===== config.mk =====
export PLATFORM = sky130hd
export DESIGN_NAME = civil_datetime_to_epoch_top
export DESIGN_NICKNAME = d
export VERILOG_FILES = /design/src/sv/cdte_pkg.sv /design/src/sv/cdte_check.sv /design/src/sv/cdte_days.sv /design/src/sv/cdte_mul.sv /design/src/sv/cdte_sum.sv /design/src/sv/civil_datetime_to_epoch_top.sv
export SDC_FILE = /design/constraint.sdc
export NUM_CORES = 1
export LEC_CHECK = 0
export ABC_CLOCK_PERIOD_IN_PS = 12100
export BUFFER_PORTS_ARGS = -buffer_cell sky130_fd_sc_hd__clkbuf_2
export CAP_MARGIN = 15
export CORE_AREA = 3 3 215 217
export CTS_BUF_LIST = sky130_fd_sc_hd__clkbuf_8
export CTS_CLUSTER_DIAMETER = 100
export DETAILED_ROUTE_END_ITERATION = 10
export DIE_AREA = 0 0 218 220
export SYNTH_ARGS = -nofsm -noshare
export SYNTH_HDL_FRONTEND = slang
export SYNTH_SLANG_ARGS = --single-unit

===== constraint.sdc =====
create_clock -name clk -period 12.1 [get_ports clk]
set_input_delay 0.605 -clock clk [delete_from_list [all_inputs] [get_ports clk]]
set_output_delay 0.605 -clock clk [all_outputs]
set_load 0.01 [all_outputs]

===== src/sv/cdte_pkg.sv =====
// ----------------------------------------------------------------------------
// cdte_pkg
// shared types, constants and calendar tables for the datetime-to-epoch pipe
// ----------------------------------------------------------------------------
`default_nettype none

package cdte_pkg;

  localparam int unsigned YEAR_MIN      = 2000;
  localparam int unsigned YEAR_MAX      = 2099;
  // days from 1970-01-01 to 2000-01-01
  localparam int unsigned DAYS_TO_Y2K   = 10957;
  localparam int unsigned DAYS_PER_YEAR = 365;
  localparam int unsigned SECS_PER_DAY  = 86400;
  localparam int unsigned SECS_PER_HOUR = 3600;
  localparam int unsigned SECS_PER_MIN  = 60;

  localparam int unsigned DAYS_W  = 16;
  localparam int unsigned TOD_W   = 17;
  localparam int unsigned EPOCH_W = 32;

  // raw input item
  typedef struct packed {
    logic [5:0]  second;
    logic [5:0]  minute;
    logic [5:0]  hour;
    logic [5:0]  day;
    logic [3:0]  month;
    logic [11:0] year;
  } datetime_t;

  // after field checks
  typedef struct packed {
    logic       ok;
    logic       leap;
    logic [6:0] yoff;
    logic [3:0] month;
    logic [4:0] day;
    logic [4:0] hour;
    logic [5:0] minute;
    logic [5:0] second;
  } chk_t;

  // after day count and time of day
  typedef struct packed {
    logic              ok;
    logic [DAYS_W-1:0] days;
    logic [TOD_W-1:0]  tod;
  } days_t;

  // after scaling days to seconds
  typedef struct packed {
    logic               ok;
    logic [EPOCH_W-1:0] prod;
    logic [TOD_W-1:0]   tod;
  } prod_t;

  // result item
  typedef struct packed {
    logic               valid_res;
    logic [EPOCH_W-1:0] unix_time;
  } result_t;

  // month length in a common year, zero for codes that are not a month
  function automatic logic [4:0] month_len(input logic [3:0] m);
    logic [4:0] len;
    case (m)
      4'd1, 4'd3, 4'd5, 4'd7, 4'd8, 4'd10, 4'd12: len = 5'd31;
      4'd4, 4'd6, 4'd9, 4'd11:                     len = 5'd30;
      4'd2:                                        len = 5'd28;
      default:                                     len = 5'd0;
    endcase
    return len;
  endfunction

  // days in a common year before the first of month m
  function automatic logic [8:0] days_before_month(input logic [3:0] m);
    logic [8:0] cum;
    case (m)
      4'd1:    cum = 9'd0;
      4'd2:    cum = 9'd31;
      4'd3:    cum = 9'd59;
      4'd4:    cum = 9'd90;
      4'd5:    cum = 9'd120;
      4'd6:    cum = 9'd151;
      4'd7:    cum = 9'd181;
      4'd8:    cum = 9'd212;
      4'd9:    cum = 9'd243;
      4'd10:   cum = 9'd273;
      4'd11:   cum = 9'd304;
      4'd12:   cum = 9'd334;
      default: cum = 9'd0;
    endcase
    return cum;
  endfunction

endpackage

`default_nettype wire


===== src/sv/cdte_check.sv =====
// ----------------------------------------------------------------------------
// cdte_check
// stage 1: field range checks, leap flag and year offset
// ----------------------------------------------------------------------------
`default_nettype none

module cdte_check (
  input  wire logic               clk,
  input  wire logic               rst,
  input  wire logic               load,
  input  wire logic               in_valid,
  input  wire cdte_pkg::datetime_t in_data,
  output logic                    out_valid,
  output cdte_pkg::chk_t          out_data
);

  logic       year_ok;
  logic       leap;
  logic [4:0] len;
  logic       day_ok;
  logic       hms_ok;
  logic [11:0] yoff_full;

  always_comb begin
    year_ok   = (in_data.year >= 12'(cdte_pkg::YEAR_MIN)) &&
                (in_data.year <= 12'(cdte_pkg::YEAR_MAX));
    // inside the valid century every multiple of four is a leap year
    leap      = (in_data.year[1:0] == 2'b00);
    len       = cdte_pkg::month_len(in_data.month) +
                5'((in_data.month == 4'd2) && leap);
    day_ok    = (in_data.day != 6'd0) && (in_data.day <= {1'b0, len});
    hms_ok    = (in_data.hour < 6'd24) && (in_data.minute < 6'd60) &&
                (in_data.second < 6'd60);
    yoff_full = in_data.year - 12'(cdte_pkg::YEAR_MIN);
  end

  always_ff @(posedge clk) begin
    if (rst) begin
      out_valid <= 1'b0;
    end else if (load) begin
      out_valid <= in_valid;
    end
  end

  always_ff @(posedge clk) begin
    if (load && in_valid) begin
      out_data.ok     <= year_ok && day_ok && hms_ok;
      out_data.leap   <= leap;
      out_data.yoff   <= yoff_full[6:0];
      out_data.month  <= in_data.month;
      out_data.day    <= in_data.day[4:0];
      out_data.hour   <= in_data.hour[4:0];
      out_data.minute <= in_data.minute;
      out_data.second <= in_data.second;
    end
  end

endmodule

`default_nettype wire


===== src/sv/cdte_days.sv =====
// ----------------------------------------------------------------------------
// cdte_days
// stage 2: day count since 1970-01-01 and seconds into the day
// ----------------------------------------------------------------------------
`default_nettype none

module cdte_days (
  input  wire logic          clk,
  input  wire logic          rst,
  input  wire logic          load,
  input  wire logic          in_valid,
  input  wire cdte_pkg::chk_t in_data,
  output logic               out_valid,
  output cdte_pkg::days_t    out_data
);

  localparam int unsigned DW = cdte_pkg::DAYS_W;
  localparam int unsigned TW = cdte_pkg::TOD_W;

  logic [7:0]    leap_days;
  logic [DW-1:0] days;
  logic [TW-1:0] tod;

  always_comb begin
    // leap days in the years from 2000 up to but not including this one
    leap_days = (8'(in_data.yoff) + 8'd3) >> 2;
    days = DW'(cdte_pkg::DAYS_TO_Y2K)
         + DW'(in_data.yoff) * DW'(cdte_pkg::DAYS_PER_YEAR)
         + DW'(leap_days)
         + DW'(cdte_pkg::days_before_month(in_data.month))
         + DW'(in_data.leap && (in_data.month > 4'd2))
         + DW'(in_data.day) - DW'(1);
    tod  = TW'(in_data.hour) * TW'(cdte_pkg::SECS_PER_HOUR)
         + TW'(in_data.minute) * TW'(cdte_pkg::SECS_PER_MIN)
         + TW'(in_data.second);
  end

  always_ff @(posedge clk) begin
    if (rst) begin
      out_valid <= 1'b0;
    end else if (load) begin
      out_valid <= in_valid;
    end
  end

  always_ff @(posedge clk) begin
    if (load && in_valid) begin
      out_data.ok   <= in_data.ok;
      out_data.days <= days;
      out_data.tod  <= tod;
    end
  end

endmodule

`default_nettype wire


===== src/sv/cdte_mul.sv =====
// ----------------------------------------------------------------------------
// cdte_mul
// stage 3: scale the day count to seconds
// ----------------------------------------------------------------------------
`default_nettype none

module cdte_mul (
  input  wire logic           clk,
  input  wire logic           rst,
  input  wire logic           load,
  input  wire logic           in_valid,
  input  wire cdte_pkg::days_t in_data,
  output logic                out_valid,
  output cdte_pkg::prod_t     out_data
);

  localparam int unsigned PW = cdte_pkg::EPOCH_W + 1;

  logic [PW-1:0] prod_full;

  // valid dates stay below 2^32, so the top bit is dropped
  assign prod_full = PW'(in_data.days) * PW'(cdte_pkg::SECS_PER_DAY);

  always_ff @(posedge clk) begin
    if (rst) begin
      out_valid <= 1'b0;
    end else if (load) begin
      out_valid <= in_valid;
    end
  end

  always_ff @(posedge clk) begin
    if (load && in_valid) begin
      out_data.ok   <= in_data.ok;
      out_data.prod <= prod_full[cdte_pkg::EPOCH_W-1:0];
      out_data.tod  <= in_data.tod;
    end
  end

endmodule

`default_nettype wire


===== src/sv/cdte_sum.sv =====
// ----------------------------------------------------------------------------
// cdte_sum
// stage 4: add the time of day and zero the result of a rejected item
// ----------------------------------------------------------------------------
`default_nettype none

module cdte_sum (
  input  wire logic           clk,
  input  wire logic           rst,
  input  wire logic           load,
  input  wire logic           in_valid,
  input  wire cdte_pkg::prod_t in_data,
  output logic                out_valid,
  output cdte_pkg::result_t   out_data
);

  localparam int unsigned EW = cdte_pkg::EPOCH_W;

  logic [EW-1:0] epoch;

  assign epoch = in_data.ok ? (in_data.prod + EW'(in_data.tod)) : '0;

  always_ff @(posedge clk) begin
    if (rst) begin
      out_valid <= 1'b0;
    end else if (load) begin
      out_valid <= in_valid;
    end
  end

  always_ff @(posedge clk) begin
    if (load && in_valid) begin
      out_data.valid_res <= in_data.ok;
      out_data.unix_time <= epoch;
    end
  end

endmodule

`default_nettype wire


===== src/sv/civil_datetime_to_epoch_top.sv =====
// ----------------------------------------------------------------------------
// civil_datetime_to_epoch_top
// converts a checked utc date and time of the years 2000 to 2099 into unix
// epoch seconds
// ----------------------------------------------------------------------------
// Takes one date and time transaction per cycle while s_tready is high and
// returns exactly one result transaction for each, in order. Throughput is
// one transaction per clock while the output side is ready; the figure is set
// by the four-stage pipeline (field checks, day count and time of day, day to
// seconds multiply, final add), each stage holding its own valid bit. A stage
// refills as soon as it empties or passes its item on, so a stall on the
// output side fills the pipe and then holds s_tready low without losing or
// repeating anything. Any field out of range, including a day past the end of
// its month, gives valid_res 0 and unix_time 0.
// ----------------------------------------------------------------------------
`default_nettype none

module civil_datetime_to_epoch_top (
  input  wire logic        clk,
  input  wire logic        rst,
  // input stream
  input  wire logic        s_tvalid,
  output logic             s_tready,
  // [11:0] year, [15:12] month, [21:16] day, [27:22] hour,
  // [33:28] minute, [39:34] second
  input  wire logic [39:0] s_tdata,
  // output stream
  output logic             m_tvalid,
  input  wire logic        m_tready,
  // [31:0] unix_time
  output logic [31:0]      m_tdata,
  // [0] valid_res
  output logic [0:0]       m_tuser
);

  // stage valid flags and payloads
  logic                 v1, v2, v3, v4;
  cdte_pkg::chk_t       d1;
  cdte_pkg::days_t      d2;
  cdte_pkg::prod_t      d3;
  cdte_pkg::result_t    d4;
  cdte_pkg::datetime_t  in_item;

  // per-stage load enables: a stage takes new data when empty or draining
  logic                 ld1, ld2, ld3, ld4;

  assign in_item = cdte_pkg::datetime_t'(s_tdata);

  assign ld4 = !v4 || m_tready;
  assign ld3 = !v3 || ld4;
  assign ld2 = !v2 || ld3;
  assign ld1 = !v1 || ld2;

  assign s_tready = ld1;

  // field checks
  cdte_check u_check (
    .clk       (clk),
    .rst       (rst),
    .load      (ld1),
    .in_valid  (s_tvalid),
    .in_data   (in_item),
    .out_valid (v1),
    .out_data  (d1)
  );

  // day count and seconds into the day
  cdte_days u_days (
    .clk       (clk),
    .rst       (rst),
    .load      (ld2),
    .in_valid  (v1),
    .in_data   (d1),
    .out_valid (v2),
    .out_data  (d2)
  );

  // days to seconds
  cdte_mul u_mul (
    .clk       (clk),
    .rst       (rst),
    .load      (ld3),
    .in_valid  (v2),
    .in_data   (d2),
    .out_valid (v3),
    .out_data  (d3)
  );

  // final sum, doubles as the output register
  cdte_sum u_sum (
    .clk       (clk),
    .rst       (rst),
    .load      (ld4),
    .in_valid  (v3),
    .in_data   (d3),
    .out_valid (v4),
    .out_data  (d4)
  );

  assign m_tvalid = v4;
  assign m_tdata  = d4.unix_time;
  assign m_tuser  = d4.valid_res;

endmodule

`default_nettype wire


==> results.toml, run 1 <==
[route]
met1_length_um = 11200
routed.top_layer = "met4"
drt_iter0_markers = 264
routed_wl_um = 23400
post_drt_wl_per_cell_um = 12.8
ant_nets = 0
dr_wl_met3_um = 718
route.vias.total = 7865
routed-wl-met2_um = 11000
drc_errors = 0
drt-pass1-iter-count = 4
vias_per_cell = 4.31

[logic_synthesis]
muxShareOfSynthArea = 0.00596
synth_most_common_cell = "ha_1"
yosys.area_share.adder = 0.348
yosys-top-cells-area = "edfxtp_1 34%, ha_1 22%, fa_1 13%"
synth_compound_area_frac = 0.0877
synth.cell_area_um2 = 12800
syn-num-nets = 1476
yosys.area_share.simple = 0.0816
synth_seq_area_share = 0.361
yosysTopAreaCell = "edfxtp_1"
netlist.area_leader.share = 0.340
ys_types = 61
avgSynthCellArea_um2 = 11.4
synthCells = 1126
synth_commonest_cells = "223 x ha_1, 200 x inv_1, 145 x edfxtp_1, 83 x fa_1, 67 x xnor2_1"
synth_xor_area_frac = 0.0554
ys_ff_latch = 158
synthFlopType = "edfxtp_1"
ys_warn_count = 0
async_flop_share = 0
synth_edf_count = 145
synth_top_family_by_area = "adder cells"

[die]
core_um2 = 44300
die_area_um2 = 48000
die_w_um = 218
boundaryPins = 79
start_util = 0.289
fp.dieH_um = 220
num_rows = 77

[outcome]
outcome = "finished, final reports clean"

[timing]
setup_violations = 0
worst_pin_slew_ns = 1.01
max_freq_ghz = 0.177
relSlewSlack = 0.325
tns_ns = 0
finClkSkew_ns = 0.0194
hold_viol = 0
rsz0062_at_grt = "false"
finalCriticalPeriod_ns = 5.66
drv_slew = 0
finalCritPeriodShare = 0.468

[global_route]
grt_pass1_vias = 8249
grt_max_degree = 44
antenna_found_initial = 0
grt_use_total = 0.104
grt_pass1_wl_um = 40200
grt_remaining_overflow = 0

[critical_path]
required_ns = 12.34
reg2reg_to = "u_days.out_data[32]$_DFFE_PP_"
worst-setup-path-type = "reg2reg"
reg2reg_depth = 19
crit_arrival_ns = 5.90
cp-start-kind = "flop"
reg2reg_from = "u_check.out_data[27]$_DFFE_PP_"
crit_fanout = 5
critPathCaptureType = "flop"
rrSetupSlack_ns = 6.44

[cells_and_area]
drive_gt1_frac = 0.109
fin_nets = 1570
n_antenna_cell = 0
syn_to_final_growth_pct = 12.3

[min_path]
holdPathEnd = "u_check.out_data[13]$_DFFE_PP_"
hold-path-cell-count = 1
hp-class = "in2reg"
hp-start = "s_tdata[23]"

[clock_network]
cts.sinks = 158
clk_latency_ns = 0.49
cts_root_buf = "clkbuf_8"
clk_path_buf_depth = 2
post_cts_resize_count = 0
postCtsSetupBuffers = 0
hold_buffers = 0
htree_levels = 4
cts_buffers = 17
path_clk_slew_ns = 0.09
cts_tree = "built"

[place]
dp_hpwl_um = 19500
numPortBuffers = 78
gp_congestion = 0.838

[job]
max_cap_violations = 0
==> through the flow <==
step,cell area [um^2],worst slack (ns),hold slack (ns),instances,util
2_1_floorplan,12800,6.76,0.400,1126,-
4_1_cts,14400,6.43,0.231,1825,0.324
3_5_place_dp,14000,6.45,0.405,1793,0.315
6_report,14400,6.44,0.282,1825,0.324
5_1_grt,14400,6.17,0.234,1825,0.324
3_3_place_gp,14000,6.51,0.403,1793,0.315
==> final cells by class <==
class | count | area (um^2)
multi-input combinational | 762 | 7440
clock inverter | 14 | 168
fill | 4501 | 29900
clock buffer | 18 | 248
timing repair buffer | 81 | 413
tap | 592 | 741
sequential | 158 | 4610
inverter | 200 | 751
==> worst max-delay path, cell delays in order (launching register included) <==
cell      delay, ns
edfxtp_1       0.45
inv_1          0.16
ha_1           0.23
a21o_1         0.19
and3_1         0.19
fa_1           0.46
fa_1           0.53
fa_1           0.44
fa_1           0.54
inv_1          0.05
fa_1           0.53
inv_1          0.04
ha_1           0.32
nand2_1        0.08
o21ai_0        0.13
o311a_1        0.38
o21ai_0        0.23
a21oi_1        0.14
o221ai_1       0.21
xnor2_1        0.10
==> sequential cells by signal, summed over array words and instances (netlist names), named ones only <==
| signal | count |
|---|---|
| u_mul.out_data | 43 |
| u_check.out_data | 35 |
| u_check.out_valid | 1 |
| u_sum.out_data | 33 |
| u_mul.out_valid | 1 |
| u_days.out_data | 34 |
| u_sum.out_valid | 1 |
| u_days.out_valid | 1 |
==> layout by cell type (no fill, tap or decap), types with 4 or more instances in the layout <==
master | Yosys | layout
fa_1 | 83 | 83
nor3_1 | 9 | 9
clkbuf_2 | 0 | 78
nor2b_1 | 13 | 12
a31oi_1 | 5 | 4
a21oi_1 | 58 | 58
o21a_1 | 7 | 7
nand3_1 | 14 | 14
a211oi_1 | 7 | 7
and2_1 | 27 | 27
and3_1 | 11 | 11
nand4_1 | 8 | 8
o21ai_0 | 29 | 29
o21bai_1 | 7 | 7
xor2_1 | 14 | 14
clkbuf_8 | 0 | 18
mux2i_1 | 4 | 4
a21o_1 | 20 | 20
nor2_1 | 42 | 42
xnor2_1 | 67 | 67
nand2b_1 | 6 | 6
a2111oi_0 | 4 | 4
inv_1 | 200 | 203
nor4_1 | 4 | 4
ha_1 | 223 | 223
dfxtp_1 | 13 | 13
edfxtp_1 | 145 | 145
nand2_1 | 43 | 43
nand3_2 | 5 | 5
==> worst max path at each step <==
stage	startpoint	endpoint	slack (ns)
2_1_floorplan	u_check.out_data[27]$_DFFE_PP_	u_days.out_data[29]$_DFFE_PP_	6.76
3_3_place_gp	u_check.out_data[27]$_DFFE_PP_	u_days.out_data[32]$_DFFE_PP_	6.51
3_5_place_dp	u_check.out_data[27]$_DFFE_PP_	u_days.out_data[31]$_DFFE_PP_	6.45
4_1_cts	u_check.out_data[27]$_DFFE_PP_	u_days.out_data[31]$_DFFE_PP_	6.43
5_1_grt	u_check.out_data[27]$_DFFE_PP_	u_days.out_data[32]$_DFFE_PP_	6.17
6_report	u_check.out_data[27]$_DFFE_PP_	u_days.out_data[32]$_DFFE_PP_	6.44
==> routing by layer <==
layer,track usage,vias to the layer above
li1,-,4064
met1,0.135,3676
met2,0.174,95
met3,0.0233,30
met4,0.0315,0
met5,0,-
==> cell families (layout without fill, tap and decap cells) <==
logic type | Yosys count | in the layout
AO/OA/AOI/OAI | 170 | 170
multiplexers | 7 | 7
buffers and inverters | 206 | 313
flip-flops | 158 | 158
AND/OR/NAND/NOR | 198 | 198
XOR/XNOR | 81 | 81
adder cells (fa/ha/maj) | 306 | 306
Power of run 1 is not shown: default switching activity piles up to over one toggle a cycle in this logic, so the estimate is an artifact.
==> run 2: changes to the inputs <==
Settings changed: ABC_AREA set to 1, ABC_CLOCK_PERIOD_IN_PS 12100 to 5300, CORE_AREA 3 3 215 217 to 3 3 223 225, DIE_AREA 0 0 218 220 to 0 0 226 228.
Clock period 12.1 ns to 5.3 ns, I/O delays scaled along.
==> run 2 against run 1 <==
Sequential share of layout area down 3.0 points. Global-route usage grew 1.0 points. Die area grew 7.4%. Core utilization increased by 0.78 points. Worst setup slack worse by 6.1 ns. Fmax increased by 14%. Clock-buffer cell count is 3 higher. Via count grew 26%. Synthesized cell count is 35% higher.
==> results.toml, run 2 <==
[outcome]
outcome = "finished, final reports clean"

[route]
ant_nets = 0
drt_iter0_markers = 369
drc_errors = 0
post_drt_wl_per_cell_um = 12.2
vias_per_cell = 4.34
drt-pass1-iter-count = 5
routed_wl_um = 28000
route.vias.total = 9934

[die]
die_w_um = 226
fp.dieH_um = 228
num_rows = 80
start_util = 0.291
core_um2 = 47700
die_area_um2 = 51500
boundaryPins = 79

[cells_and_area]
fin_nets = 2010
drive_gt1_frac = 0.0903
syn_to_final_growth_pct = 14.3
stdcell_count = 2288
largest_register_ffs = 43
n_antenna_cell = 0
layout_commonest_cell = "nand2_1"
largestRegisters = "u_mul.out_data x43, u_check.out_data x35, u_days.out_data x34"
regMostFlops = "u_mul.out_data"
fillers = 4876
final_cell_mix = "321 x nand2_1, 308 x inv_1, 223 x ha_1"

[logic_synthesis]
netlist.area_leader.share = 0.314
synth_seq_area_share = 0.333
async_flop_share = 0
syn-num-nets = 1875
ys_types = 41
yosysTopAreaCell = "edfxtp_1"
ys_warn_count = 0
yosys-top-cells-area = "edfxtp_1 31%, ha_1 20%, fa_1 12%"
synth_edf_count = 145
ys_ff_latch = 158
synthCells = 1525
avgSynthCellArea_um2 = 9.10
synth_commonest_cells = "321 x nand2_1, 310 x inv_1, 223 x ha_1, 145 x edfxtp_1, 104 x nor2_1"
synth.cell_area_um2 = 13900
synth_most_common_cell = "nand2_1"
synthFlopType = "edfxtp_1"

[clock_network]
cts_tree = "built"
clk_path_buf_depth = 2
htree_levels = 4
cts_root_buf = "clkbuf_8"
cts.sinks = 158
path_clk_slew_ns = 0.08
cts_buffers = 17
clk_latency_ns = 0.48

[critical_path]
reg2reg_from = "u_check.out_data[27]$_DFFE_PP_"
critPathCaptureType = "flop"
crit_path_start = "u_check.out_data[27]$_DFFE_PP_"
cp-start-kind = "flop"
rrSetupSlack_ns = 0.33
worst-setup-path-type = "reg2reg"
crit_arrival_ns = 5.21
required_ns = 5.53
crit_fanout = 5

[timing]
finalCriticalPeriod_ns = 4.97
setup_violations = 0
rsz0062_at_grt = "false"
finClkSkew_ns = 0.0130
relSlewSlack = 0.343
max_freq_ghz = 0.201
drv_slew = 0
hold_viol = 0
finalCritPeriodShare = 0.938
worst_pin_slew_ns = 0.986
tns_ns = 0

[place]
dp_hpwl_um = 23700
dp_cells = 2224
numPortBuffers = 78
gp_congestion = 0.880

[min_path]
hp-class = "in2reg"
hp-start = "s_tdata[4]"

[job]
max_cap_violations = 0

[global_route]
grt_pass1_wl_um = 47900
antenna_found_initial = 0
grt_use_total = 0.114
grt_remaining_overflow = 0
grt_pass1_vias = 10200
grt_max_degree = 44
[run 2: cells by family (layout without fill, tap and decap cells)]
| logic type | after synthesis | in the layout | share of synthesized area |
|---|---|---|---|
| and+or+nand+nor | 570 | 570 | 0.177 |
| buffers and inverters | 314 | 462 | 0.0854 |
| adders and majority gates | 306 | 306 | 0.321 |
| DFF | 158 | 158 | 0.333 |
| AOI/OAI and AO/OA | 121 | 121 | 0.0480 |
| xor gates and xnor gates | 56 | 56 | 0.0359 |
[run 2: cell type report]
type,count,area [um^2],area share
Tap cell,615,769,0.0485
Sequential cell,158,4610,0.291
Timing Repair Buffer,119,776,0.0489
Clock inverter,11,154,0.00971
Clock buffer,21,289,0.0182
Multi-Input combinational cell,1053,8080,0.510
Inverter,311,1170,0.0739
[run 2: per-stage QoR]
| step | utilization | instance area [um^2] | setup WS (ns) | hold slack (ns) |
|---|---|---|---|---|
| 2_1_floorplan | - | 13900 | 0.492 | 0.334 |
| 3_5_place_dp | 0.316 | 15100 | 0.203 | 0.405 |
| 3_3_place_gp | 0.316 | 15100 | 0.242 | 0.401 |
| 6_report | 0.332 | 15900 | 0.327 | 0.0721 |
| 5_1_grt | 0.332 | 15900 | 0.0105 | 0.0504 |
| 4_1_cts | 0.332 | 15800 | 0.179 | 0.0256 |
[run 2: path summary, 6_finish.rpt]
kind,end,cells after the start
setup / recovery,u_days.out_data[32]$_DFFE_PP_,20
hold / removal,u_check.out_data[30]$_DFFE_PP_,2
setup reg to reg,u_days.out_data[32]$_DFFE_PP_,20
hold reg to reg,u_mul.out_data[3]$_DFFE_PP_,0
[run 2: what timing repair did]
action                                  4_1_cts  5_1_grt
endpoints found under the hold margin        34        0
hold buffers                                 31        0
endpoints found under the setup margin        0        2
buffers inserted                              0        1
resized for setup                             0        1
[run 2: worst max-delay path: stages (launching register included)]
cell      delay (ns)
edfxtp_1        0.45
inv_2           0.13
ha_1            0.15
a21o_1          0.13
nand2_1         0.08
nor2_1          0.13
fa_1            0.45
fa_1            0.53
fa_1            0.43
fa_1            0.54
inv_1           0.05
fa_1            0.52
inv_1           0.04
ha_1            0.35
nand2_1         0.15
inv_1           0.06
a21boi_1        0.22
or2_1           0.15
nand2_1         0.05
nand2_1         0.05
nand2_1         0.04
[run 2: per-layer routing]
metal  routed length, um  track usage
met3                 868       0.0193
met5                   0            0
met1               13000        0.143
met4                 449       0.0352
met2               13600        0.200
Power of run 2 is left out for the same reason.
==> run 3: changes to the inputs <==
Settings changed: CORE_AREA 3 3 223 225 to 3 3 157 159, DIE_AREA 0 0 226 228 to 0 0 160 162, PLACE_DENSITY set to 0.77.
==> run 3 against run 2 <==
First-iteration DRC count grew 25%. Register-to-register slack worse by 0.09 ns. Cell count is 13% lower. Critical path type unchanged. Clock-buffer cell count down 4. Core utilization increased by 33 points. Final area down 2.6%. Critical path depth stayed put. Fmax is 1.7% lower. Die area is 50% lower. Flip-flop and latch count unchanged.
==> results.toml, run 3 (same netlist as run 2, synthesis figures left out) <==
[outcome]
outcome = "finished, final reports clean"

[critical_path]
crit_fanout = 5
cp-start-kind = "flop"
rrSetupSlack_ns = 0.24
critPathCaptureType = "flop"
reg2reg_depth = 20
reg2reg_from = "u_check.out_data[27]$_DFFE_PP_"
worst-setup-path-type = "reg2reg"
reg2reg_to = "u_days.out_data[32]$_DFFE_PP_"
crit_arrival_ns = 5.27
required_ns = 5.51
crit_path_start = "u_check.out_data[27]$_DFFE_PP_"

[route]
vias_per_cell = 5.07
post_drt_wl_per_cell_um = 13.6
route.vias.total = 10100
drt_iter0_markers = 461
drt-pass1-iter-count = 5
routed_wl_um = 27100
ant_nets = 0
drc_errors = 0

[die]
num_rows = 56
die_w_um = 160
fp.dieH_um = 162
boundaryPins = 79
start_util = 0.593
die_area_um2 = 25900
core_um2 = 23400

[min_path]
holdPathEnd = "u_days.out_valid$_SDFFE_PP0P_"
hp-start = "rst"
hp-class = "in2reg"
hold-path-cell-count = 2

[timing]
hold_viol = 0
finClkSkew_ns = 0.0231
drv_slew = 0
tns_ns = 0
rsz0062_at_grt = "false"
finalCritPeriodShare = 0.955
worst_pin_slew_ns = 0.932
finalCriticalPeriod_ns = 5.06
relSlewSlack = 0.377
setup_violations = 0
max_freq_ghz = 0.198

[global_route]
use_met2 = 0.402
grtUsageMet1 = 0.270
grtUsageMet3 = 0.0314
grt_use_total = 0.219
antenna_found_initial = 0
gr-max-usage-layer = "met2"
grt_max_degree = 44
grt_remaining_overflow = 0
grt_pass1_wl_um = 46900
grt_pass1_vias = 10200

[cells_and_area]
final_cell_mix = "321 x nand2_1, 310 x inv_1, 223 x ha_1"
register_area_um2 = 4610
largest_register_ffs = 43
largestRegisters = "u_mul.out_data x43, u_check.out_data x35, u_days.out_data x34"
regMostFlops = "u_mul.out_data"
fin_nets = 2006
syn_to_final_growth_pct = 11.3
layout_commonest_cell = "nand2_1"
multiInputGateArea_um2 = 8080
drive_gt1_frac = 0.0893
fillers = 1918
n_antenna_cell = 0

[clock_network]
cts_buffers = 17
cts_tree = "built"
cts_root_buf = "clkbuf_8"
path_clk_slew_ns = 0.11
cts.sinks = 158
clk_path_buf_depth = 2
post_cts_resize_count = 0
htree_levels = 4
clk_latency_ns = 0.47

[place]
dp_hpwl_um = 22400
gp_congestion = 0.918
numPortBuffers = 78

[job]
max_cap_violations = 0
==> run 3: changes by cell type in the layout (fill, tap and decap cells not counted), sizes merged <==
| cell | before | now |
|---|---|---|
| bufinv | 3 | 1 |
| clkbuf | 99 | 95 |
| clkinv | 6 | 8 |
| clkinvlp | 0 | 1 |
| inv | 313 | 316 |
| buf | 10 | 9 |
| dlygate4sd3 | 31 | 28 |
==> run 3: worst max-delay path by stage <==
stage	to	cells past startpoint
after detailed placement	u_days.out_data[32]$_DFFE_PP_	20
after floorplan	u_days.out_data[32]$_DFFE_PP_	20
final	u_days.out_data[32]$_DFFE_PP_	20
after CTS	u_days.out_data[32]$_DFFE_PP_	20
after global placement	u_days.out_data[32]$_DFFE_PP_	20
after global routing	u_days.out_data[32]$_DFFE_PP_	20
==> run 3: critical path, stage by stage (launching register included) <==
cell	delay (ns)
edfxtp_1	0.40
buf_4	0.17
ha_1	0.24
a21o_1	0.19
nand2_1	0.09
nor2_1	0.07
fa_1	0.46
fa_1	0.53
fa_1	0.44
fa_1	0.54
inv_1	0.06
fa_1	0.53
inv_1	0.05
ha_1	0.36
nand2_1	0.15
inv_1	0.05
a21boi_1	0.19
or2_1	0.14
nand2_1	0.05
nand2_1	0.06
nand2_1	0.05
==> run 3: timing repair <==
| item | CTS | global route |
|---|---|---|
| hold buffers | 28 | 0 |
| setup buffers | 0 | 2 |
| endpoints found under the hold margin | 28 | 0 |
| endpoints found under the setup margin | 0 | 2 |
==> run 3: metal layers <==
layer,vias up,part of all wire
met3,44,0.029
met2,194,0.52
met1,4669,0.43
met5,-,0
met4,0,0.021
li1,5170,-
==> run 3: layout make-up <==
type                    count  share of cell area
flip-flops and latches    158               0.299
inverters                 311              0.0759
clock inverters            15              0.0129
well taps                 319              0.0259
multi-input cells        1053               0.523
repair buffers            115              0.0478
clock buffers              17              0.0152
==> run 3: metrics by stage <==
stage,instances,utilization,setup WS (ns),hold WS [ns],area (um^2)
finish,1988,0.660,0.240,0.0329,15400
global route,1988,0.660,0.00783,0.00810,15400
CTS,1986,0.659,0.169,0.00250,15400
detailed placement,1926,0.629,0.204,0.405,14700
global placement,1926,0.629,0.307,0.401,14700
floorplan,1525,-,0.492,0.334,13900
Power of run 3 is left out for the same reason.
